**src/rtl/ptt_pkg.sv**
```systemverilog
// Package for the periodic and one-shot timer table.
// Holds the item kinds, status codes, controller states and command/status structs.
package ptt_pkg;

    localparam int SlotCountDefault      = 8;
    localparam int MaxCheckpointsDefault = 64;
    localparam int TimeW                 = 32;
    localparam int MaskW                 = 8;
    localparam int SlotIdxW              = 3;

    typedef enum logic [1:0] {
        KIND_ONESHOT  = 2'd0,
        KIND_PERIODIC = 2'd1,
        KIND_ADVANCE  = 2'd2,
        KIND_UNUSED   = 2'd3
    } kind_t;

    typedef enum logic [1:0] {
        ST_OK    = 2'd0,
        ST_FULL  = 2'd1,
        ST_LIMIT = 2'd2,
        ST_RSVD  = 2'd3
    } status_t;

    typedef enum logic [2:0] {
        S_IDLE,
        S_MINSCAN,
        S_VISIT,
        S_EMIT,
        S_SCHED
    } state_t;

    // Commands from the controller to the datapath.
    typedef struct packed {
        logic capture;     // register the accepted input beat
        logic min_clear;   // start the minimum-period search
        logic min_step;    // examine one slot for the minimum period
        logic visit_clear; // start a checkpoint visit
        logic visit_step;  // evaluate one slot at the current checkpoint
        logic sched;       // store a schedule item into the table
        logic out_load;    // load the output register
        logic out_last;
        logic [1:0] out_status;
        logic advance_t;   // move the checkpoint time forward
        logic finish;      // current time takes the target
        logic set_time;    // backward advance: current time takes the target
    } ptt_cmd_t;

    // Status from the datapath to the controller.
    typedef struct packed {
        logic [1:0] kind;
        logic       scan_done;
        logic       t_reached;
        logic       backward;
        logic       table_full;
    } ptt_sts_t;

endpackage

```
**src/rtl/ptt_in_if.sv**
```systemverilog
// Input channel interface of the timer table.
// Depends on ptt_pkg for the time width.
interface ptt_in_if
    import ptt_pkg::*;
();
    logic             valid;
    logic             ready;
    logic [1:0]       kind;
    logic [TimeW-1:0] start_time;
    logic [TimeW-1:0] period;
    logic [TimeW-1:0] end_time;
    logic [TimeW-1:0] new_time;

    modport source (output valid, kind, start_time, period, end_time, new_time, input ready);
    modport sink   (input valid, kind, start_time, period, end_time, new_time, output ready);
endinterface

```
**src/rtl/ptt_out_if.sv**
```systemverilog
// Result channel interface of the timer table.
// Depends on ptt_pkg for field widths.
interface ptt_out_if
    import ptt_pkg::*;
();
    logic                valid;
    logic                ready;
    logic [MaskW-1:0]    fired_mask;
    logic [TimeW-1:0]    at_time;
    logic [SlotIdxW-1:0] slot_index;
    logic [1:0]          status;
    logic                last;

    modport source (output valid, fired_mask, at_time, slot_index, status, last, input ready);
    modport sink   (input valid, fired_mask, at_time, slot_index, status, last, output ready);
endinterface

```
**src/rtl/ptt_ctrl.sv**
```systemverilog
// Controller state machine of the timer table.
// Depends on ptt_pkg; drives the datapath through ptt_cmd_t.
module ptt_ctrl
    import ptt_pkg::*;
#(
    parameter int MAX_CHECKPOINTS = MaxCheckpointsDefault
) (
    input  logic     clk,
    input  logic     rst_n,
    input  logic     in_valid,
    output logic     in_ready,
    input  logic     out_busy,
    input  ptt_sts_t sts,
    output ptt_cmd_t cmd
);
    localparam int CntW = $clog2(MAX_CHECKPOINTS + 1);

    state_t          state_reg, state_next;
    logic [CntW-1:0] cnt_reg, cnt_next;

    // State and checkpoint count registers.
    always_ff @(posedge clk or negedge rst_n)
    begin
        if (!rst_n)
        begin
            state_reg <= S_IDLE;
            cnt_reg   <= '0;
        end
        else
        begin
            state_reg <= state_next;
            cnt_reg   <= cnt_next;
        end
    end

    // Next state and commands.
    always_comb
    begin
        state_next = state_reg;
        cnt_next   = cnt_reg;
        cmd        = '0;
        in_ready   = 1'b0;
        unique case (state_reg)
            S_IDLE:
            begin
                in_ready    = 1'b1;
                cmd.capture = in_valid;
                if (in_valid)
                begin
                    state_next    = S_MINSCAN;
                    cmd.min_clear = 1'b1;
                    cnt_next      = '0;
                end
            end
            S_MINSCAN:
            begin
                // Decode the captured kind; schedules skip the scan.
                if (sts.kind == KIND_ONESHOT || sts.kind == KIND_PERIODIC)
                    state_next = S_SCHED;
                else if (sts.kind != KIND_ADVANCE)
                    state_next = S_IDLE;
                else if (sts.backward)
                begin
                    cmd.set_time = 1'b1;
                    state_next   = S_IDLE;
                end
                else
                begin
                    cmd.min_step = 1'b1;
                    if (sts.scan_done)
                    begin
                        cmd.visit_clear = 1'b1;
                        state_next      = S_VISIT;
                    end
                end
            end
            S_SCHED:
            begin
                if (!out_busy)
                begin
                    cmd.sched      = !sts.table_full;
                    cmd.out_load   = 1'b1;
                    cmd.out_last   = 1'b1;
                    cmd.out_status = sts.table_full ? ST_FULL : ST_OK;
                    state_next     = S_IDLE;
                end
            end
            S_VISIT:
            begin
                cmd.visit_step = 1'b1;
                if (sts.scan_done)
                    state_next = S_EMIT;
            end
            S_EMIT:
            begin
                if (!out_busy)
                begin
                    cmd.out_load = 1'b1;
                    if (sts.t_reached)
                    begin
                        cmd.out_last = 1'b1;
                        cmd.finish   = 1'b1;
                        state_next   = S_IDLE;
                    end
                    else if (cnt_reg == CntW'(MAX_CHECKPOINTS - 1))
                    begin
                        cmd.out_last   = 1'b1;
                        cmd.out_status = ST_LIMIT;
                        cmd.finish     = 1'b1;
                        state_next     = S_IDLE;
                    end
                    else
                    begin
                        cmd.advance_t   = 1'b1;
                        cmd.visit_clear = 1'b1;
                        cnt_next        = cnt_reg + 1'b1;
                        state_next      = S_VISIT;
                    end
                end
            end
            default: state_next = S_IDLE;
        endcase
    end
endmodule

```
**src/rtl/ptt_dp.sv**
```systemverilog
// Datapath of the timer table: slot registers, scan unit and output register.
// Depends on ptt_pkg for field widths.
module ptt_dp
    import ptt_pkg::*;
#(
    parameter int SLOT_COUNT = SlotCountDefault
) (
    input  logic                clk,
    input  logic                rst_n,
    input  logic [1:0]          kind,
    input  logic [TimeW-1:0]    start_time,
    input  logic [TimeW-1:0]    period,
    input  logic [TimeW-1:0]    end_time,
    input  logic [TimeW-1:0]    new_time,
    input  ptt_cmd_t            cmd,
    output ptt_sts_t            sts,
    input  logic                out_ready,
    output logic                out_valid,
    output logic [MaskW-1:0]    fired_mask,
    output logic [TimeW-1:0]    at_time,
    output logic [SlotIdxW-1:0] slot_index,
    output logic [1:0]          status,
    output logic                last,
    output logic                out_busy
);
    localparam int IdxW = (SLOT_COUNT > 1) ? $clog2(SLOT_COUNT) : 1;

    // Captured input beat.
    logic [1:0]       kind_reg;
    logic [TimeW-1:0] start_reg, period_reg, end_reg, target_reg;

    // Slot table.
    logic [SLOT_COUNT-1:0] used_reg, used_next;
    logic [SLOT_COUNT-1:0] oneshot_reg;
    logic [TimeW-1:0]      sstart_reg [SLOT_COUNT];
    logic [TimeW-1:0]      speriod_reg[SLOT_COUNT];
    logic [TimeW-1:0]      send_reg   [SLOT_COUNT];
    logic [TimeW-1:0]      snext_reg  [SLOT_COUNT];

    logic [TimeW-1:0]      cur_time_reg, t_reg, step_reg;
    logic [IdxW-1:0]       idx_reg;
    logic [SLOT_COUNT-1:0] mask_reg;

    // Output register.
    logic                  ovalid_reg;
    logic [MaskW-1:0]      omask_reg;
    logic [TimeW-1:0]      otime_reg;
    logic [SlotIdxW-1:0]   oslot_reg;
    logic [1:0]            ostatus_reg;
    logic                  olast_reg;

    // Lowest free slot.
    logic [IdxW-1:0] free_idx;
    logic            full;
    always_comb
    begin
        free_idx = '0;
        full     = 1'b1;
        for (int i = SLOT_COUNT - 1; i >= 0; i--)
        begin
            if (!used_reg[i])
            begin
                free_idx = IdxW'(i);
                full     = 1'b0;
            end
        end
    end

    // One slot per cycle: values of the slot under the scan index.
    logic [TimeW-1:0] c_start, c_period, c_end, c_next;
    logic [TimeW:0]   nx_sum;
    logic             c_used, c_one, p_fire, o_fire;
    assign c_used   = used_reg[idx_reg];
    assign c_one    = oneshot_reg[idx_reg];
    assign c_start  = sstart_reg[idx_reg];
    assign c_period = speriod_reg[idx_reg];
    assign c_end    = send_reg[idx_reg];
    assign c_next   = snext_reg[idx_reg];
    assign nx_sum   = {1'b0, c_next} + {1'b0, c_period};
    assign o_fire   = c_used && c_one && (t_reg >= c_start);
    assign p_fire   = c_used && !c_one && (t_reg > c_start) && (t_reg <= c_end)
                      && (t_reg >= c_next);

    // Next checkpoint time, clamped to the target.
    logic [TimeW:0] t_sum;
    assign t_sum = {1'b0, t_reg} + {1'b0, step_reg};

    assign sts.kind       = kind_reg;
    assign sts.scan_done  = (idx_reg == IdxW'(SLOT_COUNT - 1));
    assign sts.t_reached  = (t_reg >= target_reg);
    assign sts.backward   = (target_reg < cur_time_reg);
    assign sts.table_full = full;

    // Slot valid bits.
    always_comb
    begin
        used_next = used_reg;
        if (cmd.sched)
            used_next[free_idx] = 1'b1;
        if (cmd.visit_step && c_used)
        begin
            if (o_fire || (p_fire && nx_sum[TimeW]) ||
                (!c_one && !p_fire && t_reg > c_end))
                used_next[idx_reg] = 1'b0;
        end
    end

    // Control registers.
    always_ff @(posedge clk or negedge rst_n)
    begin
        if (!rst_n)
        begin
            used_reg     <= '0;
            cur_time_reg <= '0;
            idx_reg      <= '0;
            ovalid_reg   <= 1'b0;
        end
        else
        begin
            used_reg <= used_next;
            if (cmd.set_time || cmd.finish)
                cur_time_reg <= target_reg;
            if (cmd.min_clear || cmd.visit_clear || sts.scan_done)
                idx_reg <= '0;
            else if (cmd.min_step || cmd.visit_step)
                idx_reg <= idx_reg + 1'b1;
            if (cmd.out_load)
                ovalid_reg <= 1'b1;
            else if (out_ready)
                ovalid_reg <= 1'b0;
        end
    end

    // Payload registers.
    always_ff @(posedge clk)
    begin
        if (cmd.capture)
        begin
            kind_reg   <= kind;
            start_reg  <= start_time;
            period_reg <= period;
            end_reg    <= end_time;
            target_reg <= new_time;
        end
        if (cmd.min_clear)
        begin
            step_reg <= '0;
            t_reg    <= cur_time_reg;
        end
        else if (cmd.min_step)
        begin
            if (c_used && !c_one && c_period != '0 &&
                (step_reg == '0 || c_period < step_reg))
                step_reg <= c_period;
            else if (sts.scan_done && step_reg == '0)
                step_reg <= TimeW'(1);
        end
        if (cmd.advance_t)
            t_reg <= (t_sum > {1'b0, target_reg}) ? target_reg : t_sum[TimeW-1:0];
        if (cmd.visit_clear)
            mask_reg <= '0;
        else if (cmd.visit_step)
            mask_reg[idx_reg] <= o_fire || p_fire;
        if (cmd.visit_step && p_fire && !nx_sum[TimeW])
            snext_reg[idx_reg] <= nx_sum[TimeW-1:0];
        if (cmd.sched)
        begin
            sstart_reg[free_idx] <= start_reg;
            snext_reg[free_idx]  <= start_reg;
            if (kind_reg == KIND_ONESHOT || period_reg == '0)
            begin
                oneshot_reg[free_idx] <= 1'b1;
                speriod_reg[free_idx] <= '0;
                send_reg[free_idx]    <= '0;
            end
            else
            begin
                oneshot_reg[free_idx] <= 1'b0;
                speriod_reg[free_idx] <= period_reg;
                send_reg[free_idx]    <= end_reg;
            end
        end
        if (cmd.out_load)
        begin
            olast_reg   <= cmd.out_last;
            ostatus_reg <= cmd.out_status;
            if (cmd.sched || kind_reg != KIND_ADVANCE)
            begin
                omask_reg <= '0;
                otime_reg <= cur_time_reg;
                oslot_reg <= full ? '0 : SlotIdxW'(free_idx);
            end
            else
            begin
                for (int b = 0; b < MaskW; b++)
                    omask_reg[b] <= (b < SLOT_COUNT) ? mask_reg[b % SLOT_COUNT] : 1'b0;
                otime_reg <= t_reg;
                oslot_reg <= '0;
            end
        end
    end

    assign out_busy   = ovalid_reg && !out_ready;
    assign out_valid  = ovalid_reg;
    assign fired_mask = omask_reg;
    assign at_time    = otime_reg;
    assign slot_index = oslot_reg;
    assign status     = ostatus_reg;
    assign last       = olast_reg;
endmodule

```
**src/rtl/periodic_and_oneshot_timer_table.sv**
```systemverilog
// Channel  Dir  Beat
// in       in   kind, start_time, period, end_time, new_time
// out      out  fired_mask, at_time, slot_index, status, last
//
// A schedule item passes from idle through the scan state to the schedule state.
// A forward advance scans for the minimum period, then per checkpoint; one slot a cycle.
// Reset clears the slot valid bits, current time, scan index and the output valid bit.
// A stalled output holds the controller in place; no result is dropped.
// Top level of the timer table; depends on ptt_pkg, ptt_ctrl, ptt_dp and the interfaces.
module periodic_and_oneshot_timer_table
    import ptt_pkg::*;
#(
    parameter int SLOT_COUNT      = SlotCountDefault,
    parameter int MAX_CHECKPOINTS = MaxCheckpointsDefault
) (
    input logic  clk,
    input logic  rst_n,
    ptt_in_if.sink    in,
    ptt_out_if.source out
);
    ptt_cmd_t cmd;
    ptt_sts_t sts;
    logic     out_busy;

    ptt_ctrl #(.MAX_CHECKPOINTS(MAX_CHECKPOINTS)) u_ctrl (
        .clk      (clk),
        .rst_n    (rst_n),
        .in_valid (in.valid),
        .in_ready (in.ready),
        .out_busy (out_busy),
        .sts      (sts),
        .cmd      (cmd)
    );

    ptt_dp #(.SLOT_COUNT(SLOT_COUNT)) u_dp (
        .clk        (clk),
        .rst_n      (rst_n),
        .kind       (in.kind),
        .start_time (in.start_time),
        .period     (in.period),
        .end_time   (in.end_time),
        .new_time   (in.new_time),
        .cmd        (cmd),
        .sts        (sts),
        .out_ready  (out.ready),
        .out_valid  (out.valid),
        .fired_mask (out.fired_mask),
        .at_time    (out.at_time),
        .slot_index (out.slot_index),
        .status     (out.status),
        .last       (out.last),
        .out_busy   (out_busy)
    );
endmodule

```
**src/flat_wrapper.sv**
```systemverilog
// flat-port wrapper written by rule: the top's interface ports become plain ports
module periodic_and_oneshot_timer_table_flat import ptt_pkg::*;
#(
    parameter int SLOT_COUNT      = SlotCountDefault,
    parameter int MAX_CHECKPOINTS = MaxCheckpointsDefault
)
  (clk, rst_n, in_valid, in_kind, in_start_time, in_period, in_end_time, in_new_time, in_ready, out_valid, out_fired_mask, out_at_time, out_slot_index, out_status, out_last, out_ready);
  ptt_in_if in_i ();
  ptt_out_if out_i ();
  input logic clk;
  input logic rst_n;
  input wire logic [$bits(in_i.valid)-1:0] in_valid;
  input wire logic [$bits(in_i.kind)-1:0] in_kind;
  input wire logic [$bits(in_i.start_time)-1:0] in_start_time;
  input wire logic [$bits(in_i.period)-1:0] in_period;
  input wire logic [$bits(in_i.end_time)-1:0] in_end_time;
  input wire logic [$bits(in_i.new_time)-1:0] in_new_time;
  output wire logic [$bits(in_i.ready)-1:0] in_ready;
  output wire logic [$bits(out_i.valid)-1:0] out_valid;
  output wire logic [$bits(out_i.fired_mask)-1:0] out_fired_mask;
  output wire logic [$bits(out_i.at_time)-1:0] out_at_time;
  output wire logic [$bits(out_i.slot_index)-1:0] out_slot_index;
  output wire logic [$bits(out_i.status)-1:0] out_status;
  output wire logic [$bits(out_i.last)-1:0] out_last;
  input wire logic [$bits(out_i.ready)-1:0] out_ready;
  assign in_i.valid = in_valid;
  assign in_i.kind = in_kind;
  assign in_i.start_time = in_start_time;
  assign in_i.period = in_period;
  assign in_i.end_time = in_end_time;
  assign in_i.new_time = in_new_time;
  assign in_ready = in_i.ready;
  assign out_valid = out_i.valid;
  assign out_fired_mask = out_i.fired_mask;
  assign out_at_time = out_i.at_time;
  assign out_slot_index = out_i.slot_index;
  assign out_status = out_i.status;
  assign out_last = out_i.last;
  assign out_i.ready = out_ready;
  periodic_and_oneshot_timer_table #(.SLOT_COUNT(SLOT_COUNT), .MAX_CHECKPOINTS(MAX_CHECKPOINTS)) u_core (.clk(clk), .rst_n(rst_n), .in(in_i), .out(out_i));
endmodule
```
**config.mk**
```make
export PLATFORM = sky130hd
export DESIGN_NAME = periodic_and_oneshot_timer_table_flat
export DESIGN_NICKNAME = d
export VERILOG_FILES = /design/src/rtl/ptt_pkg.sv /design/src/rtl/ptt_in_if.sv /design/src/rtl/ptt_out_if.sv /design/src/rtl/ptt_ctrl.sv /design/src/rtl/ptt_dp.sv /design/src/rtl/periodic_and_oneshot_timer_table.sv /design/src/flat_wrapper.sv
export SDC_FILE = /design/constraint.sdc
export NUM_CORES = 2
export LEC_CHECK = 0
export BUFFER_PORTS_ARGS = -buffer_cell sky130_fd_sc_hd__buf_2
export CAP_MARGIN = 20
export CORE_ASPECT_RATIO = 1.1
export CORE_UTILIZATION = 50
export CTS_CLUSTER_SIZE = 24
export DETAILED_ROUTE_END_ITERATION = 7
export PLACE_DENSITY = 0.69
export SLEW_MARGIN = 20
export SYNTH_ARGS = -nofsm -noshare
export SYNTH_HDL_FRONTEND = slang
export SYNTH_SLANG_ARGS = --single-unit
```
**constraint.sdc**
```tcl
create_clock -name clk -period 21 [get_ports clk]
set_input_delay 1.05 -clock clk [delete_from_list [all_inputs] [get_ports clk]]
set_output_delay 1.05 -clock clk [all_outputs]
set_load 0.02 [all_outputs]
```
==> impl_metrics.toml <==
[synth]
ys_warn_count = 0
seq_area_frac_synth_pct = 68.1
synth_ff_type = "edfxtp_1"
avgSynthCellArea_um2 = 14.7
ys_ff_latch = 1334
synth_top_area_share_pct = 64.4
synth_cell_type_count = 87
ys_async_sr_fraction_pct = 4.05
syn_area_mm2 = 0.0578
synthTopCellsByArea = "edfxtp_1, ha_1, a22oi_1"
synth_cells = 3927
yosysTopAreaCell = "edfxtp_1"
synth_edf_count = 1240
syn-num-nets = 4352

[critical_path]
timing.critical_path.buf_inv = 5
crit_chain = "inv_1 > buf_4 > nor3_2 > buf_4 > buf_4 > a22oi_1 > and4_1 > ha_1 > a21o_1 > a21o_1 > a211oi_1 > o31ai_1 > a2111oi_0 > nor2_1 > a211oi_1 > and2_1 > a31oi_1 > nor3_2 > buf_4"
reg2reg_depth = 19
required_ps = 21360
crit_path_end = "u_core.u_dp.snext_reg[7][8]"
worst-path-max-fanout = 53
crit_path_end_kind = "register"
cp.arrival_ps = 8520
start_kind = "register"
slowest_stage = "dfrtp_4"
critPathMostFrequentCell = "buf_4"
regToRegSetupSlack_ps = 12840
r2r-end = "u_core.u_dp.snext_reg[7][8]"
r2r-start = "u_core.u_dp.idx_reg[1]"
cp_slowest_stage_delay_ps = 940
critPathLaunch = "u_core.u_dp.idx_reg[1]"
cp_top_family = "buffers and inverters"
worstSetupPathType = "reg2reg"
cp_num_cells = 19

[power]
peakVddDrop_mv = 0.101
powerDensity_mw_per_mm2 = 161
power_mw = 10.5
power_leakage_nw = 23.2

[sta]
hold_viol_final = 0
worst_pin_slew_ps = 1150
period_needed_ps = 8160
rsz0062_at_grt = "false"
fmax_ghz = 0.123
final-setup-viol-count = 0
report.final.slew_viol_count = 0
finalCritPeriodShare_pct = 38.9
fin_hold_ws_ps = 479
clock_skew_ps = 28.4
tns_ps = 0
relSlewSlack_pct = 23.3

[placement]
numPortBuffers = 181
dpl.hpwl_mm = 105
gp_congestion = 0.991

[floorplanning]
initial_utilization_pct = 50.6
die_area_mm2 = 0.117
fp.coreArea_mm2 = 0.114
io_pins = 182
die_h_um = 359
die_width_um = 326
num_rows = 130

[clock_network]
cts.repair.resized = 0
cts_buffers = 137
holdBufCountCts = 0
clkTransAtPathRegs_ps = 60
cts_tree = "built"
cts_num_sinks = 1334
cts_setup_buffers = 0
clkLatencyLatePin_ps = 750
cts_buffer_depth = 3
clock_tree.root_cell = "clkbuf_16"
htree_levels = 4

[routing]
vias_per_cell = 6.30
initialDrtViolationCount = 4030
drc_errors = 0
vias = 36500
detail_route.wl_per_cell_um = 28.0
ant_nets = 0
wirelength_mm = 162
dr.pass1.iters = 6

[grt]
grt_pass1_vias = 35700
grt_first_pass_wirelength_mm = 236
grt_use_total_pct = 27.6
grt_max_degree = 82
grt_antenna_before_repair = 5
overflow = 0

[flow_run]
maxCapViolations = 0

[final_layout]
layout.nets = 4597
drive_gt1_share_pct = 13.8
syn2layout_area_growth_pct = 12.8
num-fill-cells = 8854
post-route-util_pct = 57.0

[hold_path]
hold_class = "in2reg"

[outcome]
status = "completed"
[layer usage]
layer	routed length, µm	share of wire [%]	vias to the layer above	GRT usage, %
li1	-	-	16000	-
met1	63800	39	18200	36.7
met2	74600	46	1928	43.5
met3	15600	9.6	344	5.29
met4	8220	5.1	0	13.8
met5	0	0	-	0
[layout make-up]
| class | instances | area [µm²] | share of cell area (%) |
|---|---|---|---|
| flip-flops and latches | 1334 | 39400 | 60.4 |
| inverters | 159 | 602 | 0.923 |
| clock inverters | 68 | 674 | 1.03 |
| diodes | 7 | 17.5 | 0.0269 |
| multi-input cells | 2262 | 17300 | 26.5 |
| repair buffers | 278 | 1660 | 2.54 |
| clock buffers | 178 | 3690 | 5.65 |
| well taps | 1518 | 1900 | 2.91 |
[kinds of logic after synthesis]
| logic type | Yosys count | share of synthesized area (%) |
|---|---|---|
| adder cells (fa/ha/maj) | 291 | 6.32 |
| AO/OA/AOI/OAI | 1036 | 12.4 |
| XOR/XNOR | 56 | 0.848 |
| buffers and inverters | 331 | 2.42 |
| flip-flops | 1334 | 68.1 |
| multiplexers | 114 | 2.81 |
| AND/OR/NAND/NOR | 765 | 7.03 |
[cells in the final DEF (no fill, tap or decap), drive strengths merged, types with 40 or more instances in the layout]
cell,Yosys,routed
and4,72,72
nand4,57,57
inv,158,163
nor2,128,128
and2,78,78
a21o,99,99
a21oi,146,146
nand2,223,223
clkbuf,124,178
a22o,58,58
mux2i,48,48
a22oi,339,339
nor3,40,40
a221oi,47,47
o21ai,194,194
dfrtp,54,54
ha,289,289
edfxtp,1240,1240
clkinv,1,46
dfxtp,40,40
buf,48,278
[worst min path at each step]
stage	slack (ps)	cells after the start	to	start
2_1_floorplan	460	2	u_core.u_ctrl.cnt_reg[1]	u_core.u_ctrl.cnt_reg[1]
3_3_place_gp	480	2	u_core.u_ctrl.cnt_reg[6]	u_core.u_ctrl.cnt_reg[6]
3_5_place_dp	490	2	u_core.u_ctrl.cnt_reg[6]	u_core.u_ctrl.cnt_reg[6]
4_1_cts	450	1	u_core.u_dp.period_reg[26]	in_period[26]
5_1_grt	460	1	u_core.u_dp.start_reg[26]	in_start_time[26]
6_report	480	1	u_core.u_dp.period_reg[26]	in_period[26]
[Yosys cell counts, types with 13 or more instances]
cell type / count
and4_1: 72
o21ai_1: 15
mux2_2: 27
nand4_1: 57
o21a_1: 14
nor3_1: 39
mux2i_1: 48
ha_1: 289
edfxtp_1: 1240
dfrtp_1: 54
a22o_1: 58
a21oi_1: 146
buf_2: 15
xor2_1: 24
inv_1: 157
a211oi_1: 30
buf_1: 13
clkbuf_1: 124
o21ai_0: 178
a31oi_1: 16
xnor2_1: 32
nand3_1: 32
and2_1: 78
nor2_1: 127
nor4_1: 29
a21o_1: 99
a221oi_1: 46
a22oi_1: 339
nand2_1: 223
nor2b_1: 18
and3_1: 33
dfxtp_1: 40
mux4_2: 29
nand2b_1: 19
[per-stage QoR]
| stage | instance area, µm² | std cells | setup WS (ps) |
|---|---|---|---|
| finish | 65200 | 5804 | 12840 |
| global route | 65200 | 5797 | 12720 |
| CTS | 65200 | 5796 | 13130 |
| detailed placement | 60800 | 5550 | 13220 |
| global placement | 60800 | 5550 | 13390 |
| floorplan | 57800 | 3927 | 8640 |
[power by group]
group | total, mW | switching (mW) | internal (mW)
Combinational | 4.10 | 2.69 | 1.41
Sequential | 4.01 | 0.289 | 3.72
Clock | 2.39 | 1.01 | 1.38
Total | 10.5 | 3.99 | 6.51
Note: power is estimated with default switching activity, not from simulation.
